## src/hw/rtl/lesf_ram.sv

```systemverilog
module lesf_ram #(
  parameter int unsigned WIDTH = 8,
  parameter int unsigned DEPTH = 16,
  localparam int unsigned AW = (DEPTH > 1) ? $clog2(DEPTH) : 1
) (
  input  logic             clk_i,
  input  logic             we_i,
  input  logic [AW-1:0]    waddr_i,
  input  logic [WIDTH-1:0] wdata_i,
  input  logic             re_i,
  input  logic [AW-1:0]    raddr_i,
  output logic [WIDTH-1:0] rdata_o
);

  logic [WIDTH-1:0] mem_q [DEPTH];
  logic [WIDTH-1:0] rdata_q;

  // read returns old data on a same-address write
  always_ff @(posedge clk_i) begin
    if (we_i) begin
      mem_q[waddr_i] <= wdata_i;
    end
    if (re_i) begin
      rdata_q <= mem_q[raddr_i];
    end
  end

  assign rdata_o = rdata_q;

endmodule

```

## config.mk

```make
export PLATFORM = sky130hd
export DESIGN_NAME = lesf_ram
export DESIGN_NICKNAME = d
export VERILOG_FILES = /design/src/hw/rtl/lesf_ram.sv
export SDC_FILE = /design/constraint.sdc
export NUM_CORES = 1
export LEC_CHECK = 0
export ABC_AREA = 1
export BUFFER_PORTS_ARGS = -buffer_cell sky130_fd_sc_hd__buf_2
export CAP_MARGIN = 30
export CORE_MARGIN = 2
export CORE_UTILIZATION = 28
export DETAILED_ROUTE_END_ITERATION = 8
export SETUP_SLACK_MARGIN = 0.05
export SLEW_MARGIN = 5
export SYNTH_ARGS = -nofsm -noshare
export SYNTH_HDL_FRONTEND = slang
export SYNTH_SLANG_ARGS = --single-unit
```

## constraint.sdc

```tcl
create_clock -name clk_i -period 1.4 [get_ports clk_i]
set_clock_uncertainty 0.2 [all_clocks]
set_input_delay 0.21 -clock clk_i [delete_from_list [all_inputs] [get_ports clk_i]]
set_output_delay 0.21 -clock clk_i [all_outputs]
set_load 0.005 [all_outputs]
```

==> After elaboration in Yosys (flattened, before gate mapping) <==
Memories as Yosys holds them, arrays and structs flattened. A register that Yosys moved wholly into a read port is not among the register bits.
Cells that the tools add are included.
{ "totals": {"n_memories": 1, "register_bits": 0, "ramBits": 128, "out_inout_bits": 8, "inputBits": 19} }
{ "op_classes": {"n_mux": 2} }
{ "mem_list": {"columns": ["name", "words", "word_bits", "read_ports", "rd_clocked_by_memory_dff", "write_ports", "line_no", "text"], "rows": [
  ["mem_q", 16, 8, 1, 1, 1, "15", "logic [WIDTH-1:0] mem_q [DEPTH];"]
]} }
{ "op_table": {"columns": ["operator", "count"], "rows": [
  ["$mux W1", 2]
]} }

==> Depth between registers and ports, before layout <==
{ "logic_depth": {"word_depth": 2, "depth_mapped": 8} }

==> Least setup slack after synthesis <==
Ideal clock, no wire load.
{ "synth_timing": {"kind": "in2reg", "start": "in waddr_i[3]", "end": "mem mem_q[4][0], enable pin", "t_required_ns": 0.830, "t_arrival_ns": 0.791, "path_slack_ns": 0.039, "path_stages": 2, "n_path_buf": 0, "cell_sequence": "nand3b_1 nor2_1"} }
{ "synth_lines": {"columns": ["item", "line_no", "text"], "rows": [
  ["from (decl)", "8", "input logic [AW-1:0] waddr_i,"],
  ["to (decl)", "15", null]
]} }
No word-level cell before the write port.

==> Final worst setup path <==
{ "layout_timing": {"start": "reg rdata_q[4], in the netlist rdata_o[4] (read register of mem_q)", "end": "out rdata_o[4]"} }
{ "layout_lines": {"columns": ["item", "line_no", "text"], "rows": [
  ["from (decl)", "16", "logic [WIDTH-1:0] rdata_q;"],
  ["to (decl)", "12", "output logic [WIDTH-1:0] rdata_o"]
]} }
No word-level cell between the ends.

==> metrics <==
worst hold margin=between 0.01 and 0.015 ns; Post-CTS Setup Bufs=0; Synth Area in Adders=0; PD cells=roughly 1300 nW/um2; I/O Buffers=26; fin. max-slew vios=0; failing checks=setup timing; Warnings, synthesis=0; All-Layer GR Usage=0.1304; xor-xnor portion of the synthesized cell area=0; Crit-path slowest cell=edfxtp_1; Cells after Synth=between 500 and 600; setup TNS=-0.03465 ns; Worst Hold Launch=wdata_i[6]; Pleak=3.053 nW; Die Wd=between 100 and 150 um; reg-to-reg critical path startpoint=mem_q[9][0]$_DFFE_PP_; final setup margin=-0.03025 ns; Worst-Skew Late Latency=~0.42 ns; max-cap check violation count=0; CTS tree=done; Avg Inst Size Synth=10.61 um2; Initial Util=0.2871; Remaining Overflow, GRT=0; CP top delay family=flip-flops; CTS clock-pin slew for the worst setup and hold paths=roughly 0.060 ns; RSZ-0062 raised after global routing=true; synth unique cells=11; Final Hold Fails=0; CP cell instances=buf_2; CP Launch Type=flop; Final Cycle Share=1.022; critical path capture point type=output port; VDD IR max=between 0.9 and 1 mV; most common cell after layout, fill and taps aside=nand2_1; DR WL/cell=approximately 15 um; antenna violations before repair=0; total CTS buffers=17; Layout area overhead=22.88%; Row Count=52; post-synthesis simple-gate area fraction=0.2076; Max Root-Sink Buffers=2; Critical Path Source=rdata_o[4]$_DFFE_PP_; DRT iter0 DRCs=337; crit path buf inv count=1; fmax=between 600 and 700 MHz; vias in the first global route=slightly below 4k; CP Class=flop to output port; Core ar.=20,360 um2; Min-Delay Path Class=primary input to flop; fin crit period=roughly 1.4 ns; Syn Nets=570; CP Max Fanout=1; largest family of logic cells by synthesized area=simple AND/OR/NAND/NOR gates; vias=around 3.9k; largest net degree at the start of global routing=29; # H-tree levels=4; first-pass GRT wire length=21.36 mm; flops & latches, synth=between 100 and 150; Die Y=around 150 um; CTS sink count=around 140; Least-Margin Pin Slew=between 0.3 and 0.4 ns; post-synthesis cell area=around 5800 um2; DRC viols=0; critical path arrival=1.02 ns; Worst path max stage delay=roughly 0.44 ns; Ports=27; Routed Antenna Nets=0; dpl hpwl=about 8.4 mm; root buf cell=clkbuf_16; most frequent cells in the layout=nand2_1, edfxtp_1, inv_1; FILL cells=about 2k; vias per cell=roughly 4.4; DRT Pass-1 Iters=5; status=finished, violations left; die area=approximately 22,000 um2; setup violators final=3; sequential fraction of the synthesis area=0.6985; relative max-transition margin=0.7451; DRT Wirelength=roughly 13 mm; post-synthesis mux area share=0; RD Place Congestion=approximately 0.76; Final nets=630; compound-cell area share of the yosys netlist=0; n_diodes=0; Req. time, crit path=~1 ns; share of cells above drive strength 1=0.1651
-- logic make-up (layout without fill, tap and decap cells) --
kind of cell  count (synthesis)  after routing
buf+inv                     126            199
flops                       136            136
simple gates                289            289
-- per-layer routing --
layer / GRT usage / wire length [um] / vias to the layer above
met2: 0.1935 / 5934 / 123
met3: 0.03436 / 848 / 27
met5: 0 / 0 / -
li1: - / - / 1903
met1: 0.1777 / 6128 / 1860
met4: 0.06333 / 288 / 0
-- registers in the layout, indices dropped and copies added (netlist names) --
name / flops
rdata_o: 8
mem_q: 128
-- final timing paths --
check,endpoint,slack [ns],depth (start not counted)
min reg2reg,rdata_o[4]$_DFFE_PP_,0.56,6
max reg2reg,rdata_o[0]$_DFFE_PP_,0.12,6
max,rdata_o[4],-0.03,1
min,mem_q[9][6]$_DFFE_PP_,0.01,1
-- Yosys cell counts --
master      n  area share
buf_6       6       0.012
edfxtp_1  136        0.70
inv_1     100       0.064
nand3_1    97       0.083
buf_1       1     0.00064
nand3b_1    2      0.0026
nand2_1   173        0.11
buf_2      13       0.011
buf_4       4      0.0051
inv_2       2      0.0013
nor2_1     17       0.011
-- layout make-up --
cell class                      count  area, um2  share of cell area
Multi-Input combinational cell    289       1279              0.1780
Clock buffer                       17      425.4             0.05921
Sequential cell                   136       4084              0.5684
Tap cell                          270      337.8             0.04702
Clock inverter                     15      160.2             0.02229
Inverter                          102      382.9             0.05329
Timing Repair Buffer               65      515.5             0.07175
-- stage by stage --
step | power, W | instance area, um2 | util | std cells | worst slack (ns)
floorplan | 0.005016 | 5847 | - | 551 | 0.03916
global placement | 0.005281 | 6464 | 0.3174 | 855 | -0.2344
detailed placement | 0.005285 | 6464 | 0.3174 | 855 | -0.2587
CTS | 0.009671 | 7119 | 0.3496 | 894 | -0.05057
global route | 0.009962 | 7184 | 0.3528 | 894 | -0.06178
finish | 0.009622 | 7184 | 0.3528 | 894 | -0.03025
-- power by group --
| group | internal [W] | switching [W] |
|---|---|---|
| logic | 0.000216 | 0.000401 |
| registers | 0.00459 | 0.0000265 |
| clock network | 0.00276 | 0.00163 |
| total | 0.00757 | 0.00206 |
-- what timing repair did --
item | in CTS | in global routing
hold buffers | 7 | 0
endpoints found under the hold margin | 104 | 0
gates resized for setup | 0 | 15
endpoints found under the setup margin | 4 | 13
pin swaps | 0 | 7
Power figures use the tool's default switching activity.
