## src/hw/rtl/lesf_pkg.sv

```systemverilog
package lesf_pkg;

  // Default grid limits
  localparam int unsigned MAX_WIDTH_DEF  = 1024;
  localparam int unsigned MAX_HEIGHT_DEF = 1024;

  // Fixed field widths
  localparam int unsigned CHAR_W     = 8;
  localparam int unsigned GW_W       = 11;
  localparam int unsigned SIZE_OUT_W = 11;
  localparam int unsigned POS_OUT_W  = 10;
  localparam int unsigned CFG_DATA_W = 11;
  localparam int unsigned CFG_IDX_W  = 1;

  localparam logic [CHAR_W-1:0] NEWLINE_CODE = 8'd10;
  localparam logic [CHAR_W-1:0] OBST_RESET   = 8'd111;
  localparam logic [GW_W-1:0]   GW_RESET     = 11'd1024;

  typedef enum logic [CFG_IDX_W-1:0] {
    CFG_OBSTACLE = 1'b0,
    CFG_WIDTH    = 1'b1
  } cfg_reg_e;

  typedef struct packed {
    logic [SIZE_OUT_W-1:0] size;
    logic [POS_OUT_W-1:0]  row;
    logic [POS_OUT_W-1:0]  col;
  } res_t;

endpackage

```

## src/hw/rtl/lesf_res_fifo.sv

```systemverilog
module lesf_res_fifo import lesf_pkg::*; (
  input  logic       clk_i,
  input  logic       rst_ni,
  input  logic       push_i,
  input  res_t       data_i,
  input  logic       pop_i,
  output logic       valid_o,
  output res_t       data_o,
  output logic [1:0] count_o
);

  logic [1:0] cnt_q, cnt_d;
  res_t       e0_q, e1_q;

  always_comb begin
    cnt_d = cnt_q;
    if (push_i && !pop_i) begin
      cnt_d = cnt_q + 2'd1;
    end else if (pop_i && !push_i) begin
      cnt_d = cnt_q - 2'd1;
    end
  end

  always_ff @(posedge clk_i or negedge rst_ni) begin
    if (!rst_ni) begin
      cnt_q <= '0;
    end else begin
      cnt_q <= cnt_d;
    end
  end

  always_ff @(posedge clk_i) begin
    case ({push_i, pop_i})
      2'b01: begin
        e0_q <= e1_q;
      end
      2'b10: begin
        if (cnt_q == 2'd0) begin
          e0_q <= data_i;
        end else begin
          e1_q <= data_i;
        end
      end
      2'b11: begin
        if (cnt_q == 2'd1) begin
          e0_q <= data_i;
        end else begin
          e0_q <= e1_q;
          e1_q <= data_i;
        end
      end
      default: begin
      end
    endcase
  end

  assign valid_o = cnt_q != 2'd0;
  assign data_o  = e0_q;
  assign count_o = cnt_q;

endmodule

```

## config.mk

```make
export PLATFORM = sky130hd
export DESIGN_NAME = lesf_res_fifo
export DESIGN_NICKNAME = d
export VERILOG_FILES = /design/src/hw/rtl/lesf_pkg.sv /design/src/hw/rtl/lesf_res_fifo.sv
export SDC_FILE = /design/constraint.sdc
export NUM_CORES = 1
export LEC_CHECK = 0
export ABC_AREA = 1
export BUFFER_PORTS_ARGS = -buffer_cell sky130_fd_sc_hd__buf_2
export CAP_MARGIN = 20
export CELL_PAD_IN_SITES_DETAIL_PLACEMENT = 1
export CELL_PAD_IN_SITES_GLOBAL_PLACEMENT = 1
export CORE_MARGIN = 5
export CORE_UTILIZATION = 44
export CTS_BUF_LIST = sky130_fd_sc_hd__clkbuf_16
export CTS_CLUSTER_SIZE = 30
export DETAILED_ROUTE_END_ITERATION = 6
export GPL_ROUTABILITY_DRIVEN = 0
export GPL_TIMING_DRIVEN = 1
export PLACE_DENSITY_LB_ADDON = 0.1
export SYNTH_ARGS = -nofsm -noshare
export SYNTH_HDL_FRONTEND = slang
export SYNTH_SLANG_ARGS = --single-unit
```

## constraint.sdc

```tcl
create_clock -name clk_i -period 5.7 [get_ports clk_i]
set_input_delay 1.425 -clock clk_i [delete_from_list [all_inputs] [get_ports clk_i]]
set_output_delay 1.425 -clock clk_i [all_outputs]
set_load 0.005 [all_outputs]
```

; ---- Word-level counts from Yosys, hierarchy flattened
; Index checks and enable logic that the tools add are counted.
[word_totals]
regBits = 64
inputBits = 35
output_inout_bits = 34
wordCells = 35
[op_classes]
add_sub_neg = 2
eq_ne = 7
mux = 8
reduce_logical = 11
[op_table]
columns = operator, n
row1 = $mux 31, 4
row2 = $pmux 31 s3, 1
row3 = $pmux 31 s2, 1
row4 = $ne 2x2->1 const B, 3
row5 = $reduce_bool 2->1, 3
row6 = $eq 2x1->1 const B, 2
row7 = $eq 2x2->1 const B, 2
row8 = $mux 2, 2
row9 = $reduce_and 3->1, 1
row10 = $reduce_bool 3->1, 1
row11 = $add 2x1->2 const B, 1
row12 = $logic_and 1x1->1, 2
row13 = $logic_not 1->1, 2
row14 = $logic_not 2->1, 1
row15 = $reduce_and 2->1, 1
row16 = $sub 2x1->2 const B, 1

; ---- Longest topological paths before layout
[depth]
depth_word = 4
ltp_mapped = 7
mapped_depth_nobuf = 6

; ---- Worst setup path after synthesis
; No wires, ideal clock.
[synth_timing]
kind = in2reg
start = in pop_i
end = reg e1_q[0] (netlist bit) (enable)
setup_ps = 429
t_arrival_ps = 3345
required_time_ps = 5271
path_slack_ps = 1926
stages = 4
n_path_buf = 0
path_cell_list = inv_1 > ha_1 > inv_2 > a21oi_1
[synth_between]
elab_chain_len = 3
elab_cells_between_ends = 6
cone_classes = eq/ne: 4 / reduce/logical: 2
[synth_rtl]
columns = item, line_no
row1 = start: declaration, lesf_res_fifo.sv:6  ; input logic pop_i,
row2 = $eq 2x2->1, lesf_res_fifo.sv:33  ; case ({push_i, pop_i})
row3 = $ne 2x2->1 (no source line) or $reduce_bool 2->1 (tied branches), -
row4 = $reduce_and 3->1 (no source line) *, -
row5 = end signal: assignment, lesf_res_fifo.sv:41  ; e1_q <= data_i;
row6 = end signal: assignment, lesf_res_fifo.sv:49  ; e1_q <= data_i;
row7 = end: declaration, lesf_res_fifo.sv:13  ; res_t e0_q, e1_q;
; Every way passes the cells marked *; elsewhere a longest branch is shown, timed or not.
; A chain may end at the register's enable or synchronous reset.

; ---- Worst setup path after layout
; Ends and elaborated chain as after synthesis.

==> results.md <==
- Dpl ws: 1.86 ns
- # diodes: 0
- Most common flop cell mapped by yosys: edfxtp_1
- Routed WL per cell: 16.7 um
- Clk sinks: 64
- #FFs+latches synth: 64
- Max-slew violation count: 0
- Relative slew slack: 0.324
- Top-Level Pins: 69
- CP Buf/Inv Count: 3
- First-pass GRT wire length: 9160 um
- Synth top area share: 0.730
- Post-route setup slack: 2.84 ns
- Post-CTS Setup Bufs: 0
- Longest Clk Path Bufs: 2
- RSZ-0062 raised after global routing: false
- Post-Syn Nets: 242
- Synthesis Warnings: 0
- Synth area leaders: edfxtp_1, nand2_1, nand3_1
- Iter 0 DRT Violations: 104
- Crit share post-route: 0.502
- Resize count post-CTS: 0
- CP max-delay cell: a21oi_4
- Vias in the first global route: 1844
- Post-synth EDFFs: 62
- Crit-path cells: buf_2 -> inv_1 -> ha_1 -> inv_2 -> a21oi_4
- Mapped Cells: 200
- Clock Tree Root: clkbuf_16
- Hold-fix buffers, CTS: 0
- Post-DP HPWL: 3630 um
- Setup CP Type: in -> reg
- Synth cell types: 11
- Post-Layout Cell Count: 349
- Row cnt: 27
- Crit end category: flop
- Post-synth ARST share: 0.0313
- WL met1: 2460 um
- Top delay family on crit path: compound AO/OA/AOI/OAI gates
- Slew @ Worst Pin: 1.01 ns
- Top routing layer used: met4
- Starting density of the core: 0.458
- Synthesized area per cell: 12.8 um2
- Final Setup Violations: 0
- Yosys top cell by area: edfxtp_1
- DRT Pass-1 Iters: 4
- Core Footprint: 5570 um2
- Most common cell in the netlist: nand2_1
- Via Count: 1742
- DR WL met2: 2950 um
- Register area share after synthesis: 0.749
- Final Hold Fails: 0
- Die H: 86.1 um
- MaxCap Viol Count: 0
- Initial antenna violation count: 0
- Fmax: 0.350 GHz
- Final Critical Period: 2.86 ns
- Power Dens Cells: 428 nW/um2
- Total Die Area: 7420 um2
- Nets@finish: 314
- WP data arrival: 2.80 ns
- WL final: 5840 um
- Post-Syn Area: 2550 um2
- Most frequent cells after synthesis: nand2_1, edfxtp_1, nand3_1, inv_1, ha_1
- Req. time, crit path: 5.64 ns
- CTS tree: built
- ANT nets after route: 0
- H-tree depth: 3
- Area Growth Syn to Fin: 30.1%
- Clock Pin Slew Worst Setup and Hold Paths: 0.05 ns
- WL met3: 354 um
- I/O Buffers: 68
- Outcome: finished, final reports clean
- Worst hold path class: reg -> reg
- Remaining design rule violation count: 0
- GRT Residual Overflow: 0
- Share of post-route cells with drive strength above 1: 0.321
- Via density: 4.99
- Worst VDD drop: 191 uV
- Worst skew pair latency: 0.32 ns
- Fillers: 591
- Setup TNS Final: 0 ns
- Static Leakage: 1.49 nW
- Total GRT Usage: 0.165
- Die W: 86.1 um
- Number of CTS-inserted buffers: 9
- Clock Skew: 0.00558 ns
- Inst Count DP: 331
- CP Launch Type: input pin
- Delay of the slowest critical-path stage: 0.81 ns
- Crit-path max FO: 31
- Largest net degree at the start of global routing: 32
cell families (layout without fill, tap and decap cells):
group                    count (synthesis)  in the layout  share of synthesized area
flip-flops                              64             64                      0.749
buffers and inverters                   18             95                     0.0338
AO/OA/AOI/OAI                            2              2                    0.00392
adder cells (fa/ha/maj)                  7              7                     0.0343
AND/OR/NAND/NOR                        109            109                      0.179
worst paths after layout:
path | startpoint | end | slack (ns) | cells after the start
worst min-delay path | count_o[1]$_DFFE_PN0P_ | count_o[1]$_DFFE_PN0P_ | 0.51 | 2
worst max-delay path | pop_i | e1_q[0]$_DFFE_PP_ | 2.84 | 5
min in group asynchronous | rst_ni | count_o[1]$_DFFE_PN0P_ | 0.88 | 1
worst max register to register | count_o[0]$_DFFE_PN0P_ | e1_q[0]$_DFFE_PP_ | 3.67 | 5
max in group asynchronous | rst_ni | count_o[0]$_DFFE_PN0P_ | 4.72 | 1
worst min register to register | count_o[1]$_DFFE_PN0P_ | count_o[1]$_DFFE_PN0P_ | 0.51 | 2
through the flow:
step	area [um2]	hold slack [ns]	power, mW	utilization
after floorplan	2550	0.492	0.750	-
after global placement	2950	0.495	0.840	0.530
after detailed placement	2950	0.507	0.852	0.530
after CTS	3260	0.523	1.43	0.586
after global routing	3320	0.541	1.49	0.596
final	3320	0.510	1.42	0.596
power by group:
group	internal, mW	switching (mW)	total (mW)
clock network	0.378	0.191	0.570
logic	0.0853	0.131	0.216
registers	0.612	0.0220	0.634
total	1.08	0.344	1.42
placed cells by master, fill, tap and decap left out, types with 7 or more instances in the layout:
master / Yosys / final
buf_2: 6 / 68
ha_1: 7 / 7
nand3_1: 33 / 33
edfxtp_1: 62 / 62
inv_1: 8 / 9
nand2_1: 74 / 74
clkbuf_16: 0 / 9
tightest hold or removal path, cell delays in order (launching register included):
cell and delay (ns):
dfrtp_1 0.36, nand2_1 0.06, nand2_1 0.06
registers in the layout, summed over array words and instances, names as in the netlist:
name / cells
e1_q: 31
data_o: 31
count_o: 2
per-layer routing:
| metal | vias to the layer above | track usage |
|---|---|---|
| met3 | 7 | 0.0490 |
| li1 | 836 | - |
| met2 | 65 | 0.269 |
| met5 | - | 0 |
| met1 | 834 | 0.206 |
| met4 | 0 | 0.0647 |
final cells by class:
type	instances	area, um2	share of cell area
sequential	64	1910	0.576
multi-input combinational	118	576	0.173
timing repair buffer	70	395	0.119
clock buffer	9	225	0.0678
tap	72	90.1	0.0271
clock inverter	7	87.6	0.0264
inverter	9	33.8	0.0102
(Power assumes the default switching activity.)
