==> src/hw/rtl/lesf_pkg.sv <==
package lesf_pkg;

  // Default grid limits
  localparam int unsigned MAX_WIDTH_DEF  = 1024;
  localparam int unsigned MAX_HEIGHT_DEF = 1024;

  // Fixed field widths
  localparam int unsigned CHAR_W     = 8;
  localparam int unsigned GW_W       = 11;
  localparam int unsigned SIZE_OUT_W = 11;
  localparam int unsigned POS_OUT_W  = 10;
  localparam int unsigned CFG_DATA_W = 11;
  localparam int unsigned CFG_IDX_W  = 1;

  localparam logic [CHAR_W-1:0] NEWLINE_CODE = 8'd10;
  localparam logic [CHAR_W-1:0] OBST_RESET   = 8'd111;
  localparam logic [GW_W-1:0]   GW_RESET     = 11'd1024;

  typedef enum logic [CFG_IDX_W-1:0] {
    CFG_OBSTACLE = 1'b0,
    CFG_WIDTH    = 1'b1
  } cfg_reg_e;

  typedef struct packed {
    logic [SIZE_OUT_W-1:0] size;
    logic [POS_OUT_W-1:0]  row;
    logic [POS_OUT_W-1:0]  col;
  } res_t;

endpackage

==> src/hw/rtl/lesf_dp.sv <==
module lesf_dp import lesf_pkg::*; #(
  parameter int unsigned MAX_WIDTH  = MAX_WIDTH_DEF,
  parameter int unsigned MAX_HEIGHT = MAX_HEIGHT_DEF,
  localparam int unsigned CW = (MAX_WIDTH > 1) ? $clog2(MAX_WIDTH) : 1,
  localparam int unsigned RW = $clog2(MAX_HEIGHT + 1),
  localparam int unsigned SW = $clog2(MAX_WIDTH + 1),
  localparam int unsigned MW = ((SW > RW) ? SW : RW) + 1
) (
  input  logic          clk_i,
  input  logic          rst_ni,
  input  logic          valid_i,
  input  logic [CW-1:0] col_i,
  input  logic [RW-1:0] row_i,
  input  logic          blocked_i,
  input  logic          last_i,
  input  logic [SW-1:0] ram_data_i,
  input  logic          fwd_i,
  input  logic [SW-1:0] fwd_data_i,
  input  logic          hit_i,
  output logic [SW-1:0] size_o,
  output logic          push_o,
  output res_t          res_o
);

  logic [SW-1:0] left_q, diag_q;
  logic [SW-1:0] best_len_q, best_len_nxt;
  logic [RW-1:0] best_r_q, best_r_nxt;
  logic [CW-1:0] best_c_q, best_c_nxt;
  logic [SW-1:0] up_mem, up, left_eff, diag_eff, m1, m2, size;
  logic [MW-1:0] cand, cap_r, cap_c, s_a, s_b;
  logic          larger;

  // up: forwarded write, else buffer entry if ever written, else zero
  assign up_mem   = fwd_i ? fwd_data_i : (hit_i ? ram_data_i : '0);
  assign up       = (row_i == '0) ? '0 : up_mem;
  assign left_eff = (col_i == '0) ? '0 : left_q;
  assign diag_eff = (col_i == '0) ? '0 : diag_q;

  assign m1    = (up < left_eff) ? up : left_eff;
  assign m2    = (m1 < diag_eff) ? m1 : diag_eff;
  assign cand  = MW'(m2) + MW'(1);
  assign cap_r = MW'(row_i) + MW'(1);
  assign cap_c = MW'(col_i) + MW'(1);
  assign s_a   = (cand < cap_r) ? cand : cap_r;
  assign s_b   = (s_a < cap_c) ? s_a : cap_c;
  assign size  = blocked_i ? '0 : SW'(s_b);

  // strict compare keeps the first square on ties
  assign larger       = size > best_len_q;
  assign best_len_nxt = larger ? size : best_len_q;
  assign best_r_nxt   = larger ? RW'(cap_r - MW'(size)) : best_r_q;
  assign best_c_nxt   = larger ? CW'(cap_c - MW'(size)) : best_c_q;

  always_ff @(posedge clk_i or negedge rst_ni) begin
    if (!rst_ni) begin
      left_q     <= '0;
      diag_q     <= '0;
      best_len_q <= '0;
      best_r_q   <= '0;
      best_c_q   <= '0;
    end else if (valid_i) begin
      left_q <= size;
      diag_q <= up;
      if (last_i) begin
        best_len_q <= '0;
        best_r_q   <= '0;
        best_c_q   <= '0;
      end else begin
        best_len_q <= best_len_nxt;
        best_r_q   <= best_r_nxt;
        best_c_q   <= best_c_nxt;
      end
    end
  end

  assign size_o     = size;
  assign push_o     = valid_i && last_i;
  assign res_o.size = SIZE_OUT_W'(best_len_nxt);
  assign res_o.row  = POS_OUT_W'(best_r_nxt);
  assign res_o.col  = POS_OUT_W'(best_c_nxt);

endmodule

==> config.mk <==
export PLATFORM = sky130hd
export DESIGN_NAME = lesf_dp
export DESIGN_NICKNAME = d
export VERILOG_FILES = /design/src/hw/rtl/lesf_pkg.sv /design/src/hw/rtl/lesf_dp.sv
export SDC_FILE = /design/constraint.sdc
export NUM_CORES = 1
export LEC_CHECK = 0
export BUFFER_PORTS_ARGS = -buffer_cell sky130_fd_sc_hd__buf_2
export CORE_MARGIN = 2
export CORE_UTILIZATION = 53
export CTS_BUF_LIST = sky130_fd_sc_hd__clkbuf_8
export DETAILED_ROUTE_END_ITERATION = 6
export PLACE_DENSITY_LB_ADDON = 0.25
export REMOVE_ABC_BUFFERS = 1
export SETUP_SLACK_MARGIN = 0.05
export SYNTH_ARGS = -nofsm -noshare
export SYNTH_HDL_FRONTEND = slang
export SYNTH_SLANG_ARGS = --single-unit
==> constraint.sdc <==
create_clock -name clk_i -period 39.4 [get_ports clk_i]
set_input_delay 0 -clock clk_i [delete_from_list [all_inputs] [get_ports clk_i]]
set_output_delay 0 -clock clk_i [all_outputs]
set_load 0.01 [all_outputs]
# Yosys cells after proc, flatten, opt, wreduce, memory -nomap -nowiden

Index checks and enable logic that the tools add are counted.

Add/subtract/negate cells: 5
$lt $le $gt $ge: 5
Multiplexer cells: 16
Reduce and logical (&&, ||, !) cells: 3

Operator list:

| cell                  | number |
|---|---|
| $mux 11               | 11 |
| $mux 10               | 4 |
| $add 11x1->12 const B | 2 |
| $lt 11x11->1          | 2 |
| $sub 10x10->10        | 2 |
| $lt 12x11->1          | 1 |
| $lt 12x12->1          | 1 |
| $mux 12               | 1 |
| $add 10x1->11 const B | 1 |
| $gt 11x11->1          | 1 |
| $logic_not 11->1      | 1 |
| $logic_not 10->1      | 1 |
| $logic_and 1x1->1     | 1 |

Flip-flop bits (word level): 53
Input port bits: 50
Output and inout bits: 43
Logic and storage cells: 34

# Depth between registers and ports, before layout

Word-level depth: 16
Gate-level depth with buffers: 72
Mapped depth without buffers: 65

# Worst setup path after synthesis

OpenSTA, ideal clock, no wires.

Path type: input to register
From: in col_i[0]
To: reg best_c_q[1]
Setup time: 0.121 ns
Data arrival time: 12.574 ns
Required time: 39.279 ns
Setup slack: 26.705 ns
Stages: 69
Path buffers: 9
Path through: inv_1 -> ha_1 -> nor3b_1 -> nand3_1 -> clkbuf_1 -> buf_1 -> clkbuf_1 -> nand2_1 -> ha_1 -> a21o_1 -> a21oi_1 -> o221ai_2 -> or2_1 -> buf_2 -> nor2_4 -> clkbuf_1 -> o21a_1 -> inv_1 -> (+33 left out) -> a21oi_1 -> a211oi_4 -> mux2i_1 -> nor2_1 -> ha_1 -> nor2b_1 -> o21a_1 -> o21a_1 -> o21a_1 -> o21a_1 -> o21ai_0 -> a21oi_1 -> o41a_1 -> nand2_1 -> clkbuf_1 -> buf_1 -> o21ai_0 -> a22o_1

RTL lines:

| what                   | RTL line      | text |
|---|---|---|
| start: declaration     | lesf_dp.sv:12 | `input logic [CW-1:0] col_i,` |
| end signal: assignment | lesf_dp.sv:71 | `best_c_q <= best_c_nxt;` |
| end: declaration       | lesf_dp.sv:28 | `logic [CW-1:0] best_c_q, best_c_nxt;` |

==> flow_summary.yaml <==
die:
  fp.dieH_microns: 115
  ioPinCount: 93
  die_area_sq_um: 13300
  die_w_microns: 115
  core_area_sq_um: 12100
  initial_core_util: 0.544
  num_rows: 40
layout:
  area_growth_syn_to_layout_pct: 10.7
  fill_cells: 1124
  final_cell_mix: "buf_2 (92), nand2_1 (91), ha_1 (74)"
  mostFrequentLayoutCell: "buf_2"
  layout-drive-gt1-share: 0.185
  layout.nets: 1010
  diodes: 0
cts:
  tritoncts: "done"
  clk_pin_slew_ns: 0.12
  cts_buffers: 5
  post_cts_buffers: 0
  insertion_delay_ns: 0.35
  cts_root_buffer: "clkbuf_8"
  clock_sinks: 53
  hold_buffers: 2
  clockBufferDepth: 2
  cts-resized-gates: 0
  htreeDepth: 2
routing:
  post-route-drc-count: 0
  num_vias: 6547
  ant_nets: 0
  firstDrtPassIters: 6
  drt-initial-drc-count: 595
  routed_wl_microns: 19300
  viasPerCell: 6.22
  wl_per_cell_microns: 18.4
critical_path:
  worstSetupPathType: "in2out"
  cp_max_fo: 18
  critPathBufInv: 6
  critical-path-top-delay-family: "compound AO/OA/AOI/OAI gates"
  start_kind: "input pin"
  endpoint_kind: "output pin"
  r2r_slack_ns: 25.93
  arrival_ns: 14.05
  required_ns: 39.40
  slowest_stage: "a211oi_4"
  slowest_delay_ns: 0.61
timing:
  fin_skew_ns: 0.0216
  rsz0062_at_grt: "no"
  drv_slew: 0
  min_period_over_period: 0.357
  max_freq_mhz: 71.2
  fin_crit_ns: 14.05
  setup_tns_ns: 0
  relSlewSlack: 0.397
  worst_pin_slew_ns: 0.895
  setup_viol: 0
  hold_violations: 0
yosys:
  syn_area_sq_um: 6560
  ys_types: 87
  async_flop_share: 1.00
  syn_avg_cell_area_sq_um: 8.10
  synth_warnings: 0
  synth_top_flop_cell: "dfrtp_1"
  synth_edf_count: 0
  synth_cells: 810
  yosys_register_bits: 53
  ys_seq_area_frac: 0.202
placed_design:
  hpwlAfterDp_microns: 15400
  io_buffers: 92
  gp_congestion: 1.04
global_routing:
  grt_start_max_net_pins: 54
  antenna_found_initial: 0
  grt_use_total: 0.302
  grt_overflow_total: 0
  first_global_vias: 6078
  grt_pass1_wl_microns: 31300
job:
  maxCapViolCount: 0
worst_hold_path:
  hold_path_class: "in2reg"
run_status:
  status: "completed"
-- final cells by class --
class                   instances  area (sq um)  share of cell area
inverters                      67           251              0.0346
multi-input cells             657          4850               0.668
flip-flops and latches         53          1330               0.183
repair buffers                100           526              0.0724
well taps                     168           210              0.0290
clock buffers                   6          82.6              0.0114
clock inverters                 2          16.3             0.00224
-- final timing paths --
path | start | end | depth (start not counted)
worst max-delay path | row_i[0] | res_o[9] | 62
worst min-delay path | fwd_data_i[0] | diag_q[0] | 4
worst max register to register | left_q[10] | best_len_q[8] | 55
worst min register to register | best_r_q[7] | best_r_q[7] | 1
max in group asynchronous | rst_ni | best_c_q[5] | 3
min in group asynchronous | rst_ni | diag_q[0] | 3
-- cells by family after synthesis --
| group | count (synthesis) | share of synthesized area |
|---|---|---|
| AOI/OAI and AO/OA | 223 | 0.257 |
| xor gates and xnor gates | 35 | 0.0479 |
| adders and majority gates | 76 | 0.147 |
| buffers and inverters | 100 | 0.0589 |
| DFF | 53 | 0.202 |
| muxes | 35 | 0.0586 |
| and+or+nand+nor | 288 | 0.229 |
-- worst min-delay path: cells and delay by family --
family                 cells  cell delay, ns
AOI/OAI and AO/OA          2            0.30
buffers and inverters      1            0.09
and+or+nand+nor            1            0.06
-- through the flow --
step | utilization | area [sq um] | setup slack [ns] | std cells | hold slack [ns]
6_report | 0.602 | 7260 | 25.35 | 1053 | 0.145
5_1_grt | 0.602 | 7260 | 24.13 | 1053 | 0.167
4_1_cts | 0.602 | 7260 | 25.60 | 1053 | 0.142
3_5_place_dp | 0.592 | 7140 | 25.40 | 1043 | 0.181
3_3_place_gp | 0.592 | 7140 | 25.54 | 1043 | 0.183
2_1_floorplan | - | 6420 | 26.57 | 777 | -0.296
-- cells in the mapped netlist (13+ instances only) --
cell type / instances / area (sq um)
a22o_1: 34 / 298
nand3_1: 35 / 175
o21ai_0: 45 / 225
a21o_1: 18 / 135
clkbuf_1: 23 / 86.3
and3_1: 13 / 81.3
nand4_1: 17 / 106
a21oi_1: 29 / 145
inv_1: 65 / 244
nand2_1: 91 / 342
nor3_1: 16 / 80.1
ha_1: 74 / 926
nor2_1: 50 / 188
mux2_2: 27 / 304
dfrtp_1: 53 / 1330
xnor2_1: 22 / 193
-- flip-flops by register name, summed over array words and instances (netlist names) --
register,flops
best_c_q,10
best_r_q,10
diag_q,11
left_q,11
best_len_q,11
-- routing by layer --
layer	routed length, microns	up-vias	global-route usage
met1	8800	3081	0.425
li1	-	3131	-
met4	490	0	0.0932
met5	0	-	0
met2	8390	288	0.470
met3	1660	47	0.0559
Power is not shown: default switching activity piles up to over one toggle a cycle in this logic, so the estimate is an artifact.
