## src/hw/rtl/lesf_pkg.sv

```systemverilog
package lesf_pkg;

  // Default grid limits
  localparam int unsigned MAX_WIDTH_DEF  = 1024;
  localparam int unsigned MAX_HEIGHT_DEF = 1024;

  // Fixed field widths
  localparam int unsigned CHAR_W     = 8;
  localparam int unsigned GW_W       = 11;
  localparam int unsigned SIZE_OUT_W = 11;
  localparam int unsigned POS_OUT_W  = 10;
  localparam int unsigned CFG_DATA_W = 11;
  localparam int unsigned CFG_IDX_W  = 1;

  localparam logic [CHAR_W-1:0] NEWLINE_CODE = 8'd10;
  localparam logic [CHAR_W-1:0] OBST_RESET   = 8'd111;
  localparam logic [GW_W-1:0]   GW_RESET     = 11'd1024;

  typedef enum logic [CFG_IDX_W-1:0] {
    CFG_OBSTACLE = 1'b0,
    CFG_WIDTH    = 1'b1
  } cfg_reg_e;

  typedef struct packed {
    logic [SIZE_OUT_W-1:0] size;
    logic [POS_OUT_W-1:0]  row;
    logic [POS_OUT_W-1:0]  col;
  } res_t;

endpackage

```

## src/hw/rtl/lesf_pos.sv

```systemverilog
module lesf_pos import lesf_pkg::*; #(
  parameter int unsigned MAX_WIDTH  = MAX_WIDTH_DEF,
  parameter int unsigned MAX_HEIGHT = MAX_HEIGHT_DEF,
  localparam int unsigned CW = (MAX_WIDTH > 1) ? $clog2(MAX_WIDTH) : 1,
  localparam int unsigned RW = $clog2(MAX_HEIGHT + 1),
  localparam int unsigned WW = $clog2(MAX_WIDTH + 1)
) (
  input  logic            clk_i,
  input  logic            rst_ni,
  input  logic            advance_i,
  input  logic            last_i,
  input  logic [GW_W-1:0] grid_width_i,
  output logic [CW-1:0]   col_o,
  output logic [RW-1:0]   row_o
);

  logic [CW-1:0] col_count_q, col_count_d;
  logic [RW-1:0] row_count_q, row_count_d;
  logic [WW-1:0] width_eff;
  logic          wrap_pre;
  logic [CW-1:0] col_cur;
  logic [RW-1:0] row_cur, row_cur_inc, row_pre_inc;

  // clamp width to 1..MAX_WIDTH
  always_comb begin
    if (grid_width_i == '0) begin
      width_eff = WW'(1);
    end else if (32'(grid_width_i) > MAX_WIDTH) begin
      width_eff = WW'(MAX_WIDTH);
    end else begin
      width_eff = WW'(grid_width_i);
    end
  end

  // saturating row increments
  assign row_pre_inc = (32'(row_count_q) < MAX_HEIGHT) ? row_count_q + RW'(1) : row_count_q;
  assign wrap_pre    = 32'(col_count_q) >= 32'(width_eff);
  assign col_cur     = wrap_pre ? '0 : col_count_q;
  assign row_cur     = wrap_pre ? row_pre_inc : row_count_q;
  assign row_cur_inc = (32'(row_cur) < MAX_HEIGHT) ? row_cur + RW'(1) : row_cur;

  always_comb begin
    if (last_i) begin
      col_count_d = '0;
      row_count_d = '0;
    end else if (32'(col_cur) + 32'd1 >= 32'(width_eff)) begin
      col_count_d = '0;
      row_count_d = row_cur_inc;
    end else begin
      col_count_d = col_cur + CW'(1);
      row_count_d = row_cur;
    end
  end

  always_ff @(posedge clk_i or negedge rst_ni) begin
    if (!rst_ni) begin
      col_count_q <= '0;
      row_count_q <= '0;
    end else if (advance_i) begin
      col_count_q <= col_count_d;
      row_count_q <= row_count_d;
    end
  end

  assign col_o = col_cur;
  assign row_o = row_cur;

endmodule

```

## config.mk

```make
export PLATFORM = sky130hd
export DESIGN_NAME = lesf_pos
export DESIGN_NICKNAME = d
export VERILOG_FILES = /design/src/hw/rtl/lesf_pkg.sv /design/src/hw/rtl/lesf_pos.sv
export SDC_FILE = /design/constraint.sdc
export NUM_CORES = 1
export LEC_CHECK = 0
export BUFFER_PORTS_ARGS = -buffer_cell sky130_fd_sc_hd__buf_2
export CAP_MARGIN = 20
export CORE_AREA = 4 4 64 80
export DETAILED_ROUTE_END_ITERATION = 10
export DIE_AREA = 0 0 68 84
export PLACE_DENSITY = 0.73
export SLEW_MARGIN = 0
export SYNTH_ARGS = -nofsm -noshare
export SYNTH_HDL_FRONTEND = slang
export SYNTH_SLANG_ARGS = --single-unit
```

## constraint.sdc

```tcl
create_clock -name clk_i -period 4.5 [get_ports clk_i]
set_clock_uncertainty 0.1 [all_clocks]
set_input_delay 0.45 -clock clk_i [delete_from_list [all_inputs] [get_ports clk_i]]
set_output_delay 0.45 -clock clk_i [all_outputs]
set_load 0.02 [all_outputs]
```

==> Word-level counts from Yosys, hierarchy flattened <==
Cells that the tools add are included.
{ "word_totals": {"register_bits": 21, "in_bits": 15, "output_inout_bits": 21, "elab_cells": 22} }
{ "classes": {"add_sub_neg": 4, "order_cmp": 5, "muxes": 10, "reduce_logical": 1} }
{ "ops": {"columns": ["cell", "count"], "rows": [
  ["11-bit 2-to-1 mux", 7],
  ["10-bit 2-to-1 mux", 3],
  ["11-bit by 1-bit adder with 11-bit output, second input constant", 2],
  ["11-bit < comparator, second input constant", 2],
  ["10-bit by 1-bit adder with 11-bit output, second input constant", 1],
  ["10-bit by 11-bit >= comparator with 1-bit output", 1],
  ["11-bit >= comparator", 1],
  ["11-bit greater-than comparator, second input constant", 1],
  ["11-bit logical NOT", 1],
  ["10-bit by 1-bit adder with 10-bit output, second input constant", 1]
]} }

==> Depth between registers and ports, before layout <==
{ "logic_depth": {"ltp_word": 9, "ltp_mapped": 24, "ltp_nobuf": 23} }

==> Worst setup path after synthesis <==
No wires, ideal clock.
{ "synth_timing": {"path_kind": "input -> register", "from": "in grid_width_i[6]", "to": "reg row_count_q[5]", "setup_ns": 0.122, "t_arrival_ns": 5.322, "required_ns": 4.278, "path_slack_ns": -1.043, "path_stages": 24, "n_path_buf": 1, "path_cell_list": "nor4_1 > a31oi_1 > nor2_1 > ha_1 > nand2b_1 > a211oi_1 > o21ai_2 > a21oi_2 > clkbuf_1 > and2_1 > ha_1 > and3_1 > and4_1 > and3_1 > xnor2_1 > ha_1 > a211oi_1 > o21ai_0 > a21oi_1 > o31ai_1 > nand2_2 > nor3_2 > nand3_1 > a32o_1"} }
{ "synth_via": {"elab_chain_len": 9, "word_cells_on_any_way": 14, "classes_between": "add/sub: 2; order compare: 4; mux: 7; reduce/logical: 1"} }
{ "synth_lines": {"columns": ["item", "line_no", "rtl"], "rows": [
  ["start: declaration", "lesf_pos.sv:12", "input logic [GW_W-1:0] grid_width_i,"],
  ["11-bit greater-than comparator", "lesf_pos.sv:28", "end else if (32'(grid_width_i) > MAX_WIDTH) begin"],
  ["11-bit 2-to-1 mux", "lesf_pos.sv:28", null],
  ["11-bit 2-to-1 mux (*)", "lesf_pos.sv:26", "if (grid_width_i == '0) begin"],
  ["10-bit by 11-bit >= comparator with 1-bit output (*)", "lesf_pos.sv:37", "assign wrap_pre = 32'(col_count_q) >= 32'(width_eff);"],
  ["10-bit 2-to-1 mux (*)", "lesf_pos.sv:38", "assign col_cur = wrap_pre ? '0 : col_count_q;"],
  ["net col_o[0]", "lesf_pos.sv:13", "output logic [CW-1:0] col_o,"],
  ["10-bit by 1-bit adder with 11-bit output (*)", "lesf_pos.sv:46", "end else if (32'(col_cur) + 32'd1 >= 32'(width_eff)) begin"],
  ["11-bit >= comparator (*)", "lesf_pos.sv:46", null],
  ["11-bit 2-to-1 mux (*)", "lesf_pos.sv:46", null],
  ["11-bit 2-to-1 mux (*)", "lesf_pos.sv:43", "if (last_i) begin"],
  ["end signal: assignment", "lesf_pos.sv:61", "row_count_q <= row_count_d;"],
  ["end: declaration", "lesf_pos.sv:18", "logic [RW-1:0] row_count_q, row_count_d;"]
]} }
The timed path passes the listed nets; every way through them passes the cells marked *.
A chain may end at the register's enable or synchronous reset.

==> Worst setup path after layout <==
{ "layout_timing": {"from": "in grid_width_i[7]", "to": "reg row_count_q[9]"} }
{ "layout_via": {"elab_chain_len": 9, "word_cells_on_any_way": 14, "classes_between": "add/sub: 2; order compare: 4; mux: 7; reduce/logical: 1"} }
{ "layout_lines": {"columns": ["item", "line_no"], "rows": [
  ["11-bit greater-than comparator", "lesf_pos.sv:28"],
  ["11-bit 2-to-1 mux", "lesf_pos.sv:28"],
  ["11-bit 2-to-1 mux (*)", "lesf_pos.sv:26"],
  ["10-bit by 11-bit >= comparator with 1-bit output", "lesf_pos.sv:37"],
  ["10-bit 2-to-1 mux or 11-bit 2-to-1 mux (tied branches)", "lesf_pos.sv:38, lesf_pos.sv:39"],
  ["10-bit by 1-bit adder with 11-bit output, or another cell as far along", "lesf_pos.sv:46"],
  ["11-bit >= comparator or 11-bit 2-to-1 mux (tied branches)", "lesf_pos.sv:46, lesf_pos.sv:40"],
  ["11-bit 2-to-1 mux (*)", "lesf_pos.sv:46"],
  ["11-bit 2-to-1 mux (*)", "lesf_pos.sv:43"]
]} }
Mark *: on every way between the ends. The rest lies on a longest branch, timed or not.

==> impl_metrics.json <==
{
  "rsz0062_at_grt": "yes",
  "worstSetupPathType": "primary input to flip-flop",
  "p_seq_share_pct": 37.3,
  "clock_latency_ps": 270,
  "drcViolationCount": 0,
  "yosys.area.top_type": "dfrtp_1",
  "synth_xor_area_share_pct": 8.99,
  "synth_compound_area_share_pct": 23.2,
  "start_util_pct": 50.4,
  "placeableCoreArea_sq_mm": 0.00439,
  "synth_top_family_by_area": "simple AND/OR/NAND/NOR gates",
  "synth-main-ff-cell": "dfrtp_1",
  "fin_crit_ps": 4590,
  "die_h_um": 84,
  "grt_pass1_vias": 2364,
  "cts.sinks": 21,
  "fin_util_pct": 72.4,
  "crit_required_ps": 4580,
  "place_hpwl_um": 5080,
  "synth_nets": 294,
  "finalMaxSlewViolations": 0,
  "yosysSeqAreaShare_pct": 23.8,
  "share_comb_of_total_power_pct": 38.0,
  "peakVddDrop_uv": 115,
  "synth-simple-area-share_pct": 24.8,
  "yosys.area_share.adder_pct": 13.6,
  "grt_first_pass_wirelength_um": 11000,
  "synth_area_sq_mm": 0.00221,
  "grt_max_degree": 22,
  "ys_ff_latch": 21,
  "cp_max_fo": 7,
  "layout.cells.non_filler": 408,
  "cts_max_level": 1,
  "areaGrowthSynthToFinish_pct": 43.7,
  "dieArea_sq_mm": 0.00571,
  "yosysWarnings": 0,
  "ff_latch_area_sq_um": 526,
  "layout_worst_path_cycle_share_pct": 102,
  "reg2reg_depth": 20,
  "p_sw_share_pct": 34.4,
  "finalHoldViolCount": 0,
  "cts_hold_buf": 0,
  "fmax_mhz": 218,
  "p_int_uw": 357,
  "p_leak_nw": 1.66,
  "cp-start-kind": "primary input",
  "ios": 36,
  "cts_buffers": 3,
  "firstDrtPassIters": 4,
  "tns_ps": -905,
  "track_usage_pct": 25.2,
  "port_buffers": 35,
  "final_layout_size_suffix_gt1_share_pct": 42.6,
  "min_path_type": "primary input to async pin",
  "status": "complete, but fails checks",
  "synth_edf_count": 0,
  "first_iter_violations": 109,
  "clkPwrFrac_pct": 24.6,
  "wl_per_cell_um": 16.8,
  "nets": 390,
  "timing.rr.start": "col_count_q[4]",
  "gr-total-overflow": 0,
  "clkTransAtPathRegs_ps": 90,
  "violations": "negative setup slack",
  "synth_cell_types": 61,
  "synthArstFlopShare_pct": 100,
  "setup_viol": 17,
  "multi_input_area_sq_mm": 0.00178,
  "synthCells": 255,
  "gp_congestion": 0.898,
  "yosysMostFrequentCell": "ha_1",
  "whs_ps": 50.1,
  "dp_cells": 386,
  "crit_arrival_ps": 4680,
  "rows": 27,
  "num_vias": 2310,
  "maxSlewHeadroom_pct": 55.9,
  "worstSetupEndpointType": "flip-flop",
  "diodes": 0,
  "powerDensity_mw_per_mm2": 171,
  "tightest_slew_ps": 659,
  "cts_root_buf": "clkbuf_8",
  "worst_slack_ps": -94.4,
  "max_cap_viol_count": 0,
  "wl_um": 6870,
  "synth_area_per_cell_sq_um": 8.67,
  "power_uw": 545,
  "fillCellCount": 342,
  "p_sw_uw": 188,
  "viasPerCell": 5.66,
  "rr_endpoint": "row_count_q[9]",
  "synth.area.top_cells": "dfrtp_1, ha_1, a22o_1",
  "clock_tree.buffer_depth": 2,
  "synth_mux_area_share_pct": 1.41,
  "synth_common_cells": "ha_1, dfrtp_1, nand2_1",
  "ff2ff_setup_slack_ps": 100,
  "ant_nets": 0,
  "fp.dieW_um": 68,
  "synth_top_area_share_pct": 23.8,
  "antenna_found_initial": 0,
  "cts_tree": "done"
}
==> metrics by stage <==
stage | worst slack [ps] | area [sq um]
3_5_place_dp | -516 | 2870
3_3_place_gp | -373 | 2870
5_1_grt | -335 | 3180
2_1_floorplan | -437 | 2310
6_report | -94.4 | 3180
4_1_cts | -171 | 3080
==> critical path: stages <==
cell and delay [ps]:
buf_6 100, nor4_4 280, a31oi_1 110, nor2_1 170
ha_1 250, nand2b_4 150, a211oi_4 230, o21ai_2 110
a21oi_2 190, and2_4 190, ha_4 130, and3_4 180
and4_4 210, and3_4 200, xnor2_2 120, ha_1 290
a211oi_2 230, o21ai_1 100, a21oi_2 200, o31ai_4 90
nand2_4 180, nor3_4 70, and4_1 250, o32ai_2 200
==> area by class of cell <==
class                   instances  share of cell area [%]
repair buffers                100                    21.9
clock inverters                 1                   0.157
multi-input cells             210                    56.0
inverters                      15                    1.77
well taps                      58                    2.28
flip-flops and latches         21                    16.5
clock buffers                   3                    1.30
==> layout by cell type, fill, tap and decap left out, types with 3 or more instances in the layout <==
cell and n:
o21ai_1 5, ha_1 23, a22o_1 10, a21oi_1 5
xnor2_1 7, dfrtp_1 21, nand3_1 4, and3_1 7
buf_4 62, o21ai_2 5, a21oi_2 3, xor2_1 9
nor3_1 6, nand2b_1 4, nor2_1 17, buf_6 5
and2_1 5, clkbuf_8 3, nand4_1 6, buf_2 32
xnor2_2 3, and4_1 3, nand2_1 20, inv_1 15
a31oi_1 6
==> how the worst max path moves through the flow <==
stage	start	slack, ps	cells past startpoint	to
floorplan	grid_width_i[0]	-440	24	row_count_q[5]
global placement	grid_width_i[6]	-370	24	row_count_q[9]
detailed placement	grid_width_i[6]	-520	24	row_count_q[9]
CTS	grid_width_i[9]	-170	24	row_count_q[5]
global route	grid_width_i[7]	-340	25	row_count_q[2]
finish	grid_width_i[7]	-90	24	row_count_q[9]
==> power by group through the flow <==
stage	Sequential (mW)	Combinational (mW)	Clock [mW]
after floorplan	0.203	0.106	0
after global placement	0.207	0.175	0
after detailed placement	0.207	0.179	0
after CTS	0.203	0.193	0.137
after global routing	0.205	0.225	0.142
final	0.203	0.207	0.134
==> state kept, by name, summed over array words and instances, names as in the netlist <==
signal	cells
col_count_q	10
row_count_q	11
==> routing by layer <==
metal  GRT usage (%)  wire (um)
met1            30.5       2810
met2            45.1       3550
met5               0          0
met3            2.43        359
met4            7.59        148
==> what timing repair did <==
item,CTS,global route
buffers inserted,14,5
pin swaps,27,27
gates resized for setup,15,16
setup endpoints to repair,13,19
==> cell families after synthesis <==
logic type	count (synthesis)
mux	3
simple gates	96
flops	21
fa+ha+maj	24
buf+inv	24
compound gates	66
xor+xnor	21
Note: power is estimated with default switching activity, not from simulation.
